`src/rtl/core/pfb_pkg.sv`:
```
// ----------------------------------------------------------------------------
// Page framebuffer package
// Shared codes, configuration record and controller/datapath handshake types.
// ----------------------------------------------------------------------------
package pfb_pkg;

    // Input beat operation codes
    typedef enum logic [1:0] {
        CMD_PIXEL = 2'd0,
        CMD_CLEAR = 2'd1,
        CMD_FLUSH = 2'd2,
        CMD_TICK  = 2'd3
    } t_command;

    // Pixel write operations
    typedef enum logic [1:0] {
        COL_CLEAR  = 2'd0,
        COL_SET    = 2'd1,
        COL_TOGGLE = 2'd2,
        COL_KEEP   = 2'd3
    } t_colour;

    // Coordinate rotation codes
    typedef enum logic [1:0] {
        ROT_0   = 2'd0,
        ROT_90  = 2'd1,
        ROT_180 = 2'd2,
        ROT_270 = 2'd3
    } t_rotation;

    // Flush sequence within one page row
    typedef enum logic [1:0] {
        PH_COL_LOW  = 2'd0,
        PH_COL_HIGH = 2'd1,
        PH_PAGE     = 2'd2,
        PH_DATA     = 2'd3
    } t_phase;

    // Register file geometry and indexes
    localparam int REG_ADDR_W = 5;
    localparam int REG_DATA_W = 32;

    localparam logic [2:0] REG_ROTATION      = 3'd0;
    localparam logic [2:0] REG_X_OFFSET      = 3'd1;
    localparam logic [2:0] REG_Y_OFFSET      = 3'd2;
    localparam logic [2:0] REG_COL_LOW_CODE  = 3'd3;
    localparam logic [2:0] REG_COL_HIGH_CODE = 3'd4;
    localparam logic [2:0] REG_PAGE_CODE     = 3'd5;

    // Configuration; offsets are two's complement
    typedef struct packed {
        logic [1:0] rotation;
        logic [8:0] x_offset;
        logic [7:0] y_offset;
        logic [7:0] col_low_code;
        logic [7:0] col_high_code;
        logic [7:0] page_code;
    } t_cfg;

    // Controller to datapath
    typedef struct packed {
        logic pix_issue;    // read target byte of an accepted pixel write
        logic pix_commit;   // write back modified byte
        logic clr_step;     // zero one store byte
        logic flush_start;  // arm the readout
        logic tick_issue;   // read store byte for the current flush position
        logic tick_emit;    // load output register, advance flush position
    } t_dp_cmd;

    // Datapath to controller
    typedef struct packed {
        logic pix_hit;       // pixel in bounds and colour is not keep
        logic clr_last;      // clear pointer at the final byte
        logic flush_active;
        logic out_free;      // output register can take a beat
    } t_dp_stat;

endpackage

```
`src/rtl/core/pfb_ctrl.sv`:
```
// ----------------------------------------------------------------------------
// Page framebuffer controller
// Sequences clearing, pixel read-modify-write and flush beats over the datapath.
// ----------------------------------------------------------------------------
module pfb_ctrl (
    input  logic              i_clk,
    input  logic              i_rst_n,
    input  logic              i_valid,
    input  logic [1:0]        i_command,
    input  pfb_pkg::t_dp_stat i_stat,
    output logic              o_stall,
    output pfb_pkg::t_dp_cmd  o_cmd
);
    import pfb_pkg::*;

    typedef enum logic [3:0] {
        S_CLEAR = 4'b0001,
        S_IDLE  = 4'b0010,
        S_WRITE = 4'b0100,
        S_TICK  = 4'b1000
    } t_state;

    t_state r_state;
    t_state n_state;

    // Next state and datapath commands
    always_comb begin
        n_state = r_state;
        o_cmd   = '0;
        unique case (r_state)
            S_CLEAR: begin
                o_cmd.clr_step = 1'b1;
                if (i_stat.clr_last) begin
                    n_state = S_IDLE;
                end
            end
            S_IDLE: begin
                if (i_valid) begin
                    unique case (i_command)
                        CMD_PIXEL: begin
                            if (i_stat.pix_hit) begin
                                o_cmd.pix_issue = 1'b1;
                                n_state         = S_WRITE;
                            end
                        end
                        CMD_CLEAR: begin
                            n_state = S_CLEAR;
                        end
                        CMD_FLUSH: begin
                            o_cmd.flush_start = 1'b1;
                        end
                        CMD_TICK: begin
                            if (i_stat.flush_active) begin
                                o_cmd.tick_issue = 1'b1;
                                n_state          = S_TICK;
                            end
                        end
                        default: ;
                    endcase
                end
            end
            S_WRITE: begin
                o_cmd.pix_commit = 1'b1;
                n_state          = S_IDLE;
            end
            S_TICK: begin
                // hold the read byte until the output register frees up
                if (i_stat.out_free) begin
                    o_cmd.tick_emit = 1'b1;
                    n_state         = S_IDLE;
                end
            end
            default: begin
                n_state = S_IDLE;
            end
        endcase
    end

    // State register; reset starts the clearing pass
    always_ff @(posedge i_clk) begin
        if (!i_rst_n) begin
            r_state <= S_CLEAR;
        end else begin
            r_state <= n_state;
        end
    end

    assign o_stall = (r_state != S_IDLE);

    // Assertions
    a_write_after_issue: assert property (@(posedge i_clk) disable iff (!i_rst_n)
        (r_state == S_WRITE) |-> $past(o_cmd.pix_issue))
        else $error("write-back state without a pixel read");

    a_tick_after_issue: assert property (@(posedge i_clk) disable iff (!i_rst_n)
        (r_state == S_TICK && $past(r_state) != S_TICK) |-> $past(o_cmd.tick_issue))
        else $error("tick state entered without a store read");

    a_clear_exit: assert property (@(posedge i_clk) disable iff (!i_rst_n)
        (r_state == S_CLEAR && i_stat.clr_last) |=> (r_state == S_IDLE))
        else $error("clearing pass did not end at the last byte");

endmodule

```
`config.mk`:
```
export PLATFORM = sky130hd
export DESIGN_NAME = pfb_ctrl
export DESIGN_NICKNAME = d
export VERILOG_FILES = /design/src/rtl/core/pfb_pkg.sv /design/src/rtl/core/pfb_ctrl.sv
export SDC_FILE = /design/constraint.sdc
export NUM_CORES = 1
export LEC_CHECK = 0
export BUFFER_PORTS_ARGS = -buffer_cell sky130_fd_sc_hd__buf_2
export CAP_MARGIN = 20
export CORE_AREA = 3 3 40 42
export CTS_BUF_LIST = sky130_fd_sc_hd__clkbuf_16
export CTS_CLUSTER_SIZE = 28
export DETAILED_ROUTE_END_ITERATION = 12
export DIE_AREA = 0 0 43 45
export HOLD_SLACK_MARGIN = 0.1
export SKIP_CTS_REPAIR_TIMING = 1
export SLEW_MARGIN = 20
export SYNTH_ARGS = -nofsm -noshare
export SYNTH_HDL_FRONTEND = slang
export SYNTH_SLANG_ARGS = --single-unit
```
`constraint.sdc`:
```
create_clock -name i_clk -period 1.6 [get_ports i_clk]
set_clock_uncertainty 0.05 [all_clocks]
set_input_delay 0.08 -clock i_clk [delete_from_list [all_inputs] [get_ports i_clk]]
set_output_delay 0.08 -clock i_clk [all_outputs]
set_load 0.03 [all_outputs]
```
==> metrics.md <==
| Metric | Value |
|---|---|
| Cell row count | `13` |
| Root Driver | `clkbuf_16` |
| Clk pwr share | `0.627` |
| Vert. Die Dim | `45 um` |
| Worst Tran Pin Value | `0.3385 ns` |
| I/O pin cnt | `16` |
| CTS buffer count | `3` |
| CP cell instances | `nor4b_4, and3_4, buf_6, and3_4, buf_6` |
| Worst path slowest cell | `dfxtp_4` |
| Post-DP HPWL | `632.1 um` |
| Initial DRC count | `5` |
| CTS tree | `built` |
| Mapped cell area | `294.0 sq um` |
| Biggest register | `r_state` |
| Clock Path Buffers | `2` |
| Commonest cells after routing, fill and taps aside | `12 x buf_2, 9 x buf_4, 4 x and3_4, 4 x buf_6` |
| Ant. Diodes | `0` |
| R2R Setup Slk | `-0.01 ns` |
| Critical path class | `flip-flop to output pin` |
| P_int | `0.0004847 W` |
| Clk Latency, worst-skew pair | `0.22 ns` |
| Combinational power share | `0.192` |
| Slew HR | `0.7743` |
| Commonest non-fill, non-tap cell in the layout | `buf_2` |
| Worst vdd rail ir drop | `0.4399 mV` |
| Crit path time final | `1.703 ns` |
| Fillers | `121` |
| Grt ovf | `0` |
| Post-Synthesis Cells | `32` |
| Psw | `0.0001333 W` |
| Slew Limit Fails | `0` |
| Seq/Total Area, Yosys | `0.2723` |
| Critical path launch point type | `flip-flop` |
| Violated checks | `negative setup slack` |
| Layout cells sized above 1 | `0.7167` |
| Vias in the first global route | `322` |
| Syn Area/Cell | `9.189 sq um` |
| Reg power frac | `0.181` |
| Power, Total | `0.0006181 W` |
| Initial antenna violation count | `0` |
| First-pass GRT wire length | `1.242 mm` |
| Switching power share of the total | `0.2157` |
| Critical Path Max Stage Delay | `0.35 ns` |
| Largest regs | `r_state (4)` |
| Die Area | `1935 sq um` |
| Synth warn | `0` |
| FMAX | `587.1 MHz` |
| Period utilisation layout | `1.064` |
| Post-route cell area | `611.8 sq um` |
| Post-Route WL | `891 um` |
| Drt pass-1 iters | `4` |
| Leakage power | `0.2774 nW` |
| Post-DRT Antenna Nets | `0` |
| Crit. End Element | `output pin` |
| Clk slew on worst S/H paths | `0.03 ns` |
| Vias after detailed routing | `352` |
| GRT Total Usage | `0.09318` |
| Final setup vio count | `2` |
| Die Wd | `43 um` |
| Syn nets | `41` |
| # DRC | `0` |
| TritonCTS sink count | `4` |
| Largest net degree at the start of global routing | `6` |
| Max-cap viol count | `0` |
| Post-DP Area | `456.7 sq um` |
| Fin worst setup slack | `-0.1032 ns` |
| Worst hold path class | `primary input to flip-flop` |
| H-tree depth | `1` |
| Synthesized flop and latch total | `4` |
| Initial Util | `0.2288` |
| Critical Path Fanout Max | `5` |
| CP required | `1.47 ns` |
| Max reg flops | `4` |
| Final Hold Viols | `0` |
| Util after Layout | `0.4761` |
| Unrepaired setup endpoints after global routing | `yes` |
| Routed len/inst | `11.88 um` |
| GP Congestion | `0.7005` |
| Pwr per Cell Area | `1010 nW/um^2` |
| Status | `finished with violations` |
| Port Buf Inserts | `15` |
| Placeable Area | `1285 sq um` |
| Yosys cell types | `18` |
| Nets | `71` |
| Routed vias/inst | `4.693` |
| Layout overhead on the synthesized area | `108.1%` |
| Crit path DAT | `1.57 ns` |
[power groups by stage]
stage	registers (W)	logic, W	clock network, W
2_1_floorplan	0.000117	0.0000591	0
3_3_place_gp	0.000114	0.000104	0
3_5_place_dp	0.000114	0.000105	0
4_1_cts	0.000113	0.000105	0.000395
5_1_grt	0.000113	0.000127	0.000407
6_report	0.000112	0.000119	0.000388
[critical path: cells and delay by family, from the launching register on]
family,cells,cell delay [ns]
and+or+nand+nor,3,0.78
buffers and inverters,2,0.21
DFF,1,0.35
[logic make-up after synthesis]
| group | after synthesis | share of synthesized area |
|---|---|---|
| AO/OA/AOI/OAI | 4 | 0.1958 |
| flip-flops | 4 | 0.2724 |
| AND/OR/NAND/NOR | 19 | 0.4469 |
| buffers and inverters | 4 | 0.05105 |
| multiplexers | 1 | 0.03404 |
[per-layer routing]
metal,track usage,routed length (um),up-vias
li1,-,-,179
met1,0.1010,374,158
met2,0.1347,457,12
met3,0.02789,36,3
met4,0.1084,22,0
met5,0,0,-
[cell type report]
class | instances | area [sq um] | area share
inverters | 4 | 15.01 | 0.02454
well taps | 15 | 18.77 | 0.03067
repair buffers | 25 | 172.7 | 0.2822
clock buffers | 3 | 75.07 | 0.1227
multi-input cells | 24 | 241.5 | 0.3947
flip-flops and latches | 4 | 88.84 | 0.1452
[stage by stage]
stage | setup slack (ns) | cells | setup TNS [ns] | hold WS [ns]
after global routing | -0.1406 | 75 | -0.3117 | 0.1084
after global placement | -0.01136 | 69 | -0.01136 | 0.3122
after floorplan | -0.007889 | 32 | -0.007889 | 0.1646
after detailed placement | -0.03895 | 69 | -0.06748 | 0.3230
final | -0.1032 | 75 | -0.1127 | 0.08705
after CTS | -0.2154 | 72 | -0.4541 | 0.08910
[final timing paths]
kind                                  from         end  cells past startpoint
worst min register to register  r_state[3]  r_state[3]                      3
worst max-delay path            r_state[3]    o_cmd[1]                      5
worst min-delay path               i_rst_n  r_state[3]                      3
worst max register to register  r_state[3]  r_state[0]                      4
[synthesized netlist by cell type (all sizes together)]
| cell | instances | area (sq um) |
|---|---|---|
| nand2 | 3 | 11.26 |
| nor2 | 2 | 7.510 |
| nor4b | 3 | 32.53 |
| nor4 | 1 | 6.260 |
| nor3b | 1 | 7.510 |
| dfxtp | 4 | 80.08 |
| or3b | 2 | 17.52 |
| nor3 | 1 | 10.01 |
| nor2b | 1 | 6.260 |
| a211oi | 2 | 20.02 |
| a221o | 1 | 10.01 |
| inv | 4 | 15.01 |
| a2111oi | 1 | 27.53 |
| mux2i | 1 | 10.01 |
| and3 | 5 | 32.53 |
No activity file was read; power rests on OpenSTA's default activity.
