$ cat src/rtl/core/pfb_pkg.sv
// ----------------------------------------------------------------------------
// Page framebuffer package
// Shared codes, configuration record and controller/datapath handshake types.
// ----------------------------------------------------------------------------
package pfb_pkg;

    // Input beat operation codes
    typedef enum logic [1:0] {
        CMD_PIXEL = 2'd0,
        CMD_CLEAR = 2'd1,
        CMD_FLUSH = 2'd2,
        CMD_TICK  = 2'd3
    } t_command;

    // Pixel write operations
    typedef enum logic [1:0] {
        COL_CLEAR  = 2'd0,
        COL_SET    = 2'd1,
        COL_TOGGLE = 2'd2,
        COL_KEEP   = 2'd3
    } t_colour;

    // Coordinate rotation codes
    typedef enum logic [1:0] {
        ROT_0   = 2'd0,
        ROT_90  = 2'd1,
        ROT_180 = 2'd2,
        ROT_270 = 2'd3
    } t_rotation;

    // Flush sequence within one page row
    typedef enum logic [1:0] {
        PH_COL_LOW  = 2'd0,
        PH_COL_HIGH = 2'd1,
        PH_PAGE     = 2'd2,
        PH_DATA     = 2'd3
    } t_phase;

    // Register file geometry and indexes
    localparam int REG_ADDR_W = 5;
    localparam int REG_DATA_W = 32;

    localparam logic [2:0] REG_ROTATION      = 3'd0;
    localparam logic [2:0] REG_X_OFFSET      = 3'd1;
    localparam logic [2:0] REG_Y_OFFSET      = 3'd2;
    localparam logic [2:0] REG_COL_LOW_CODE  = 3'd3;
    localparam logic [2:0] REG_COL_HIGH_CODE = 3'd4;
    localparam logic [2:0] REG_PAGE_CODE     = 3'd5;

    // Configuration; offsets are two's complement
    typedef struct packed {
        logic [1:0] rotation;
        logic [8:0] x_offset;
        logic [7:0] y_offset;
        logic [7:0] col_low_code;
        logic [7:0] col_high_code;
        logic [7:0] page_code;
    } t_cfg;

    // Controller to datapath
    typedef struct packed {
        logic pix_issue;    // read target byte of an accepted pixel write
        logic pix_commit;   // write back modified byte
        logic clr_step;     // zero one store byte
        logic flush_start;  // arm the readout
        logic tick_issue;   // read store byte for the current flush position
        logic tick_emit;    // load output register, advance flush position
    } t_dp_cmd;

    // Datapath to controller
    typedef struct packed {
        logic pix_hit;       // pixel in bounds and colour is not keep
        logic clr_last;      // clear pointer at the final byte
        logic flush_active;
        logic out_free;      // output register can take a beat
    } t_dp_stat;

endpackage

$ cat src/rtl/core/pfb_regs.sv
// ----------------------------------------------------------------------------
// Page framebuffer configuration registers
// APB-style register file holding rotation, flush offsets and command codes.
// ----------------------------------------------------------------------------
module pfb_regs (
    input  logic                             i_clk,
    input  logic                             i_rst_n,
    input  logic                             psel,
    input  logic                             penable,
    input  logic                             pwrite,
    input  logic [pfb_pkg::REG_ADDR_W-1:0]   paddr,
    input  logic [pfb_pkg::REG_DATA_W-1:0]   pwdata,
    output logic [pfb_pkg::REG_DATA_W-1:0]   prdata,
    output logic                             pready,
    output pfb_pkg::t_cfg                    o_cfg
);
    import pfb_pkg::*;

    t_cfg       r_cfg;
    logic       w_wr;
    logic [2:0] w_idx;

    assign pready = 1'b1;
    assign w_wr   = psel & penable & pwrite;
    assign w_idx  = paddr[4:2];
    assign o_cfg  = r_cfg;

    // Register writes
    always_ff @(posedge i_clk) begin
        if (!i_rst_n) begin
            r_cfg.rotation      <= 2'd0;
            r_cfg.x_offset      <= 9'd0;
            r_cfg.y_offset      <= 8'd0;
            r_cfg.col_low_code  <= 8'h00;
            r_cfg.col_high_code <= 8'h10;
            r_cfg.page_code     <= 8'hB0;
        end else if (w_wr) begin
            unique case (w_idx)
                REG_ROTATION:      r_cfg.rotation      <= pwdata[1:0];
                REG_X_OFFSET:      r_cfg.x_offset      <= pwdata[8:0];
                REG_Y_OFFSET:      r_cfg.y_offset      <= pwdata[7:0];
                REG_COL_LOW_CODE:  r_cfg.col_low_code  <= pwdata[7:0];
                REG_COL_HIGH_CODE: r_cfg.col_high_code <= pwdata[7:0];
                REG_PAGE_CODE:     r_cfg.page_code     <= pwdata[7:0];
                default: ;
            endcase
        end
    end

    // Readback
    always_comb begin
        unique case (w_idx)
            REG_ROTATION:      prdata = {30'd0, r_cfg.rotation};
            REG_X_OFFSET:      prdata = {23'd0, r_cfg.x_offset};
            REG_Y_OFFSET:      prdata = {24'd0, r_cfg.y_offset};
            REG_COL_LOW_CODE:  prdata = {24'd0, r_cfg.col_low_code};
            REG_COL_HIGH_CODE: prdata = {24'd0, r_cfg.col_high_code};
            REG_PAGE_CODE:     prdata = {24'd0, r_cfg.page_code};
            default:           prdata = '0;
        endcase
    end

endmodule

$ cat config.mk
export PLATFORM = sky130hd
export DESIGN_NAME = pfb_regs
export DESIGN_NICKNAME = d
export VERILOG_FILES = /design/src/rtl/core/pfb_pkg.sv /design/src/rtl/core/pfb_regs.sv
export SDC_FILE = /design/constraint.sdc
export NUM_CORES = 1
export LEC_CHECK = 0
export BUFFER_PORTS_ARGS = -buffer_cell sky130_fd_sc_hd__buf_2
export CAP_MARGIN = 20
export CORE_ASPECT_RATIO = 0.5
export CORE_UTILIZATION = 44
export CTS_CLUSTER_DIAMETER = 200
export DETAILED_ROUTE_END_ITERATION = 10
export GPL_ROUTABILITY_DRIVEN = 0
export PLACE_DENSITY = 0.8
export SKIP_LAST_GASP = 1
export SLEW_MARGIN = 5
export SYNTH_ARGS = -nofsm -noshare
export SYNTH_HDL_FRONTEND = slang
export SYNTH_SLANG_ARGS = --single-unit
$ cat constraint.sdc
create_clock -name i_clk -period 2.75 [get_ports i_clk]
set_input_delay 0.275 -clock i_clk [delete_from_list [all_inputs] [get_ports i_clk]]
set_output_delay 0.275 -clock i_clk [all_outputs]
set_load 0.005 [all_outputs]
==> summary.txt <==
Status
  • Status: complete, no violations

Routing
  • WL final: 5260 um
  • Vias per cell: a little over 5
  • Routed Antenna Nets: 0
  • Routed vias: between 1500 and 2000
  • Pre-antenna DRT Iters: 5
  • Remaining DRCs: 0
  • DRT iter0 DRCs: 94
  • Avg WL per Cell: roughly 15 um

Global routing
  • Tot GR Track Use: 0.212
  • Met3 Track Usage GR: 0.0524
  • Grt total ovfl: 0
  • M2 GR Usage: 0.368
  • First-pass GRT wire length: 8290 um
  • Number of global-route vias before repair: 1676
  • Grt peak-use layer: met2
  • Largest net degree at the start of global routing: 41
  • Antenna violations before repair: 0
  • Met1 GRT Util: 0.263

Worst setup path
  • CP max stage delay: ~540 ps
  • Critical path required time: approximately 2500 ps
  • Critical Path Source Type: input port
  • Crit path to: prdata[4]
  • Kind of critical path: in2out
  • Reg2reg setup slack: between 2000 and 2500 ps
  • Critical Path End Type: output port
  • CP top delay family: buffers and inverters
  • Reg2reg start: o_cfg[5]
  • Worst setup path startpoint: paddr[2]
  • Worst reg2reg path endpoint: o_cfg[5]
  • Worst path arrival time: approximately 1800 ps
  • Reg2reg path depth: 2
  • CP cell instances: buf_2, nor2b_1, a22oi_1, o221ai_1, buf_2
  • Crit Path Max Fanout: 17
  • Worst path slowest cell: nor2b_1
  • Critical path depth: 5
  • CP bufs+invs: 2
  • Crit path top cell by count: buf_2

Timing
  • Max Transition Viols Final: 0
  • Slew @ Worst Pin: around 670 ps
  • Hold Slack: 228 ps
  • Slew HR: 0.550
  • Final Hold Fails: 0
  • Fmax: between 400 and 500 MHz
  • Setup TNS: 0 ps
  • RSZ-0062 raised after global routing: no
  • Clk_skew: 0 ps
  • Worst setup margin: roughly 670 ps
  • Final worst-path cycle share: 0.756
  • Fin crit period: 2080 ps
  • Finish-stage setup viols: 0

Yosys
  • Top-area cell type share of the netlist area: 0.397
  • Biggest area consumer among synthesized cells: dfxtp_1
  • Synth Area in XOR/XNOR: 0
  • Synthesized flop and latch total: 43
  • Post-synth cell types: 26
  • Synth Instances: between 200 and 250
  • Post-synthesis compound-gate area fraction: 0.0711
  • Simple-Gate Fraction of Synth Area: 0.168
  • Mapped cell area: 2170 um^2
  • Seq/Total Area, Yosys: 0.397
  • Mux contribution to synthesized area: 0.241
  • Area contributors post-synth: dfxtp_1 (40%), mux2i_1 (23%), nand2_1 (9.4%), buf_4 (8.3%), o221ai_1 (2.8%)
  • Adder-Cell Fraction of Synth Area: 0
  • Mapped Avg Cell Area: roughly 9.4 um^2
  • Main combinational cell family by area after synthesis: multiplexers
  • Yosys warns: 0

Placed design
  • IO Port Bufs: 68
  • DP Area: between 2000 and 2500 um^2
  • Worst slack at placement: slightly above 700 ps
  • Hpwl dp: approximately 3700 um

Min path
  • Hold crit path type: in2reg

Die
  • Die extent in x: around 100 um
  • Core area: approximately 4600 um^2
  • Die Y: between 50 and 60 um
  • Die area: between 5000 and 6000 um^2
  • # IOs: between 100 and 150
  • Rows: 17
  • Starting Density: 0.476

Finish
  • Fin nets: roughly 330
  • Cell area after layout: approximately 2500 um^2
  • Sequential Area: between 800 and 900 um^2
  • Share of layout cells above drive strength 1: 0.281
  • Multi-input gate area: approximately 1100 um^2
  • Diode count: 0
  • Area Growth Syn to Fin: 17.4%
  • Fillers: ~400
  • Number of flip-flops in the largest register: 43

Clock network
  • Clk sinks: 43
  • TritonCTS clock tree: yes
  • CTS Hold Bufs: 0
  • Postcts setup bufs: 0
  • CTS resizes: 0
  • Worst-Skew Late Latency: about 290 ps
  • Max clock buf depth: 2
  • Root Buffer: clkbuf_8
  • H-tree Lvls: 2
  • Clock transition at path regs: approximately 80 ps
  • Cts bufs inserted: 5

Pwr
  • IR drop worst, VDD: between 0.2 and 0.3 mV
  • PwrDens: 476 nW/um^2
  • Leak Pwr: between 1 and 1.5 nW
  • Total power: about 0.0012 W

Run
  • Max Cap Viol: 0
layout by cell type, fill, tap and decap left out:
master and n:
o21ai_0 2, mux2i_1 50, nand4_4 1, nor2_4 1, nor2_2 3, o311ai_0 2
o221ai_1 7, nand3b_1 1, dfxtp_1 43, o22ai_1 2, or3_1 2, mux4_2 1
bufinv_16 1, inv_1 5, and3b_1 2, o21a_1 2, clkbuf_1 1, nand4b_4 1
nand3_1 1, buf_4 1, buf_2 68, nor2b_1 5, conb_1 24, clkbuf_8 5
a22oi_1 5, nand2_1 54, nand2b_1 2
Yosys cell counts:
| master | n |
|---|---|
| a22oi_1 | 5 |
| and3b_1 | 2 |
| buf_2 | 4 |
| buf_4 | 24 |
| buf_6 | 1 |
| clkbuf_1 | 7 |
| conb_1 | 2 |
| dfxtp_1 | 43 |
| inv_1 | 5 |
| mux2i_1 | 50 |
| mux4_2 | 1 |
| nand2_1 | 54 |
| nand2b_1 | 2 |
| nand3_1 | 1 |
| nand3b_1 | 1 |
| nand4_4 | 1 |
| nand4b_4 | 1 |
| nor2_2 | 3 |
| nor2_4 | 1 |
| nor2b_1 | 5 |
| o21a_1 | 2 |
| o21ai_0 | 2 |
| o221ai_1 | 7 |
| o22ai_1 | 2 |
| o311ai_0 | 2 |
| or3_1 | 2 |
power breakdown:
part / total, W / switching (W) / internal, W
Sequential: 0.000630 / 0.00000368 / 0.000627
Clock: 0.000478 / 0.000212 / 0.000266
Combinational: 0.000101 / 0.0000680 / 0.0000332
Total: 0.00121 / 0.000283 / 0.000926
cell type report:
cell class,instances,area share
clock buffer,6,0.0285
inverter,5,0.00738
timing repair buffer,69,0.137
sequential,43,0.338
multi-input combinational,168,0.445
clock inverter,1,0.0118
tap,66,0.0325
through the flow:
| step | instances | utilization |
|---|---|---|
| after floorplan | 252 | - |
| after global placement | 351 | 0.536 |
| after detailed placement | 351 | 0.536 |
| after CTS | 358 | 0.559 |
| after global routing | 358 | 0.559 |
| final | 358 | 0.559 |
logic make-up after synthesis:
| family | after synthesis |
|---|---|
| buf+inv | 41 |
| mux | 51 |
| flops | 43 |
| simple gates | 73 |
| compound gates | 20 |
| other cells | 2 |
layer usage:
layer  vias to the layer above  routed length, um
met2                        66               2550
met5                         -                  0
met1                       866               2390
met4                         0                 57
met3                         8                260
li1                        861                  -
worst min path at each step:
stage                     slack, ps        end       from  cells after the start
after detailed placement        470  o_cfg[19]  o_cfg[19]                      2
after floorplan                 410  o_cfg[40]  pwdata[8]                      2
after CTS                       220  o_cfg[40]  pwdata[8]                      3
final                           230  o_cfg[40]  pwdata[8]                      3
after global routing            220  o_cfg[40]  pwdata[8]                      3
after global placement          460  o_cfg[29]  o_cfg[29]                      2
worst reg2reg max path, stage by stage (launching register included):
cell	delay, ps
dfxtp_1	330
o21ai_0	70
o311ai_0	150
Power figures use the tool's default switching activity.
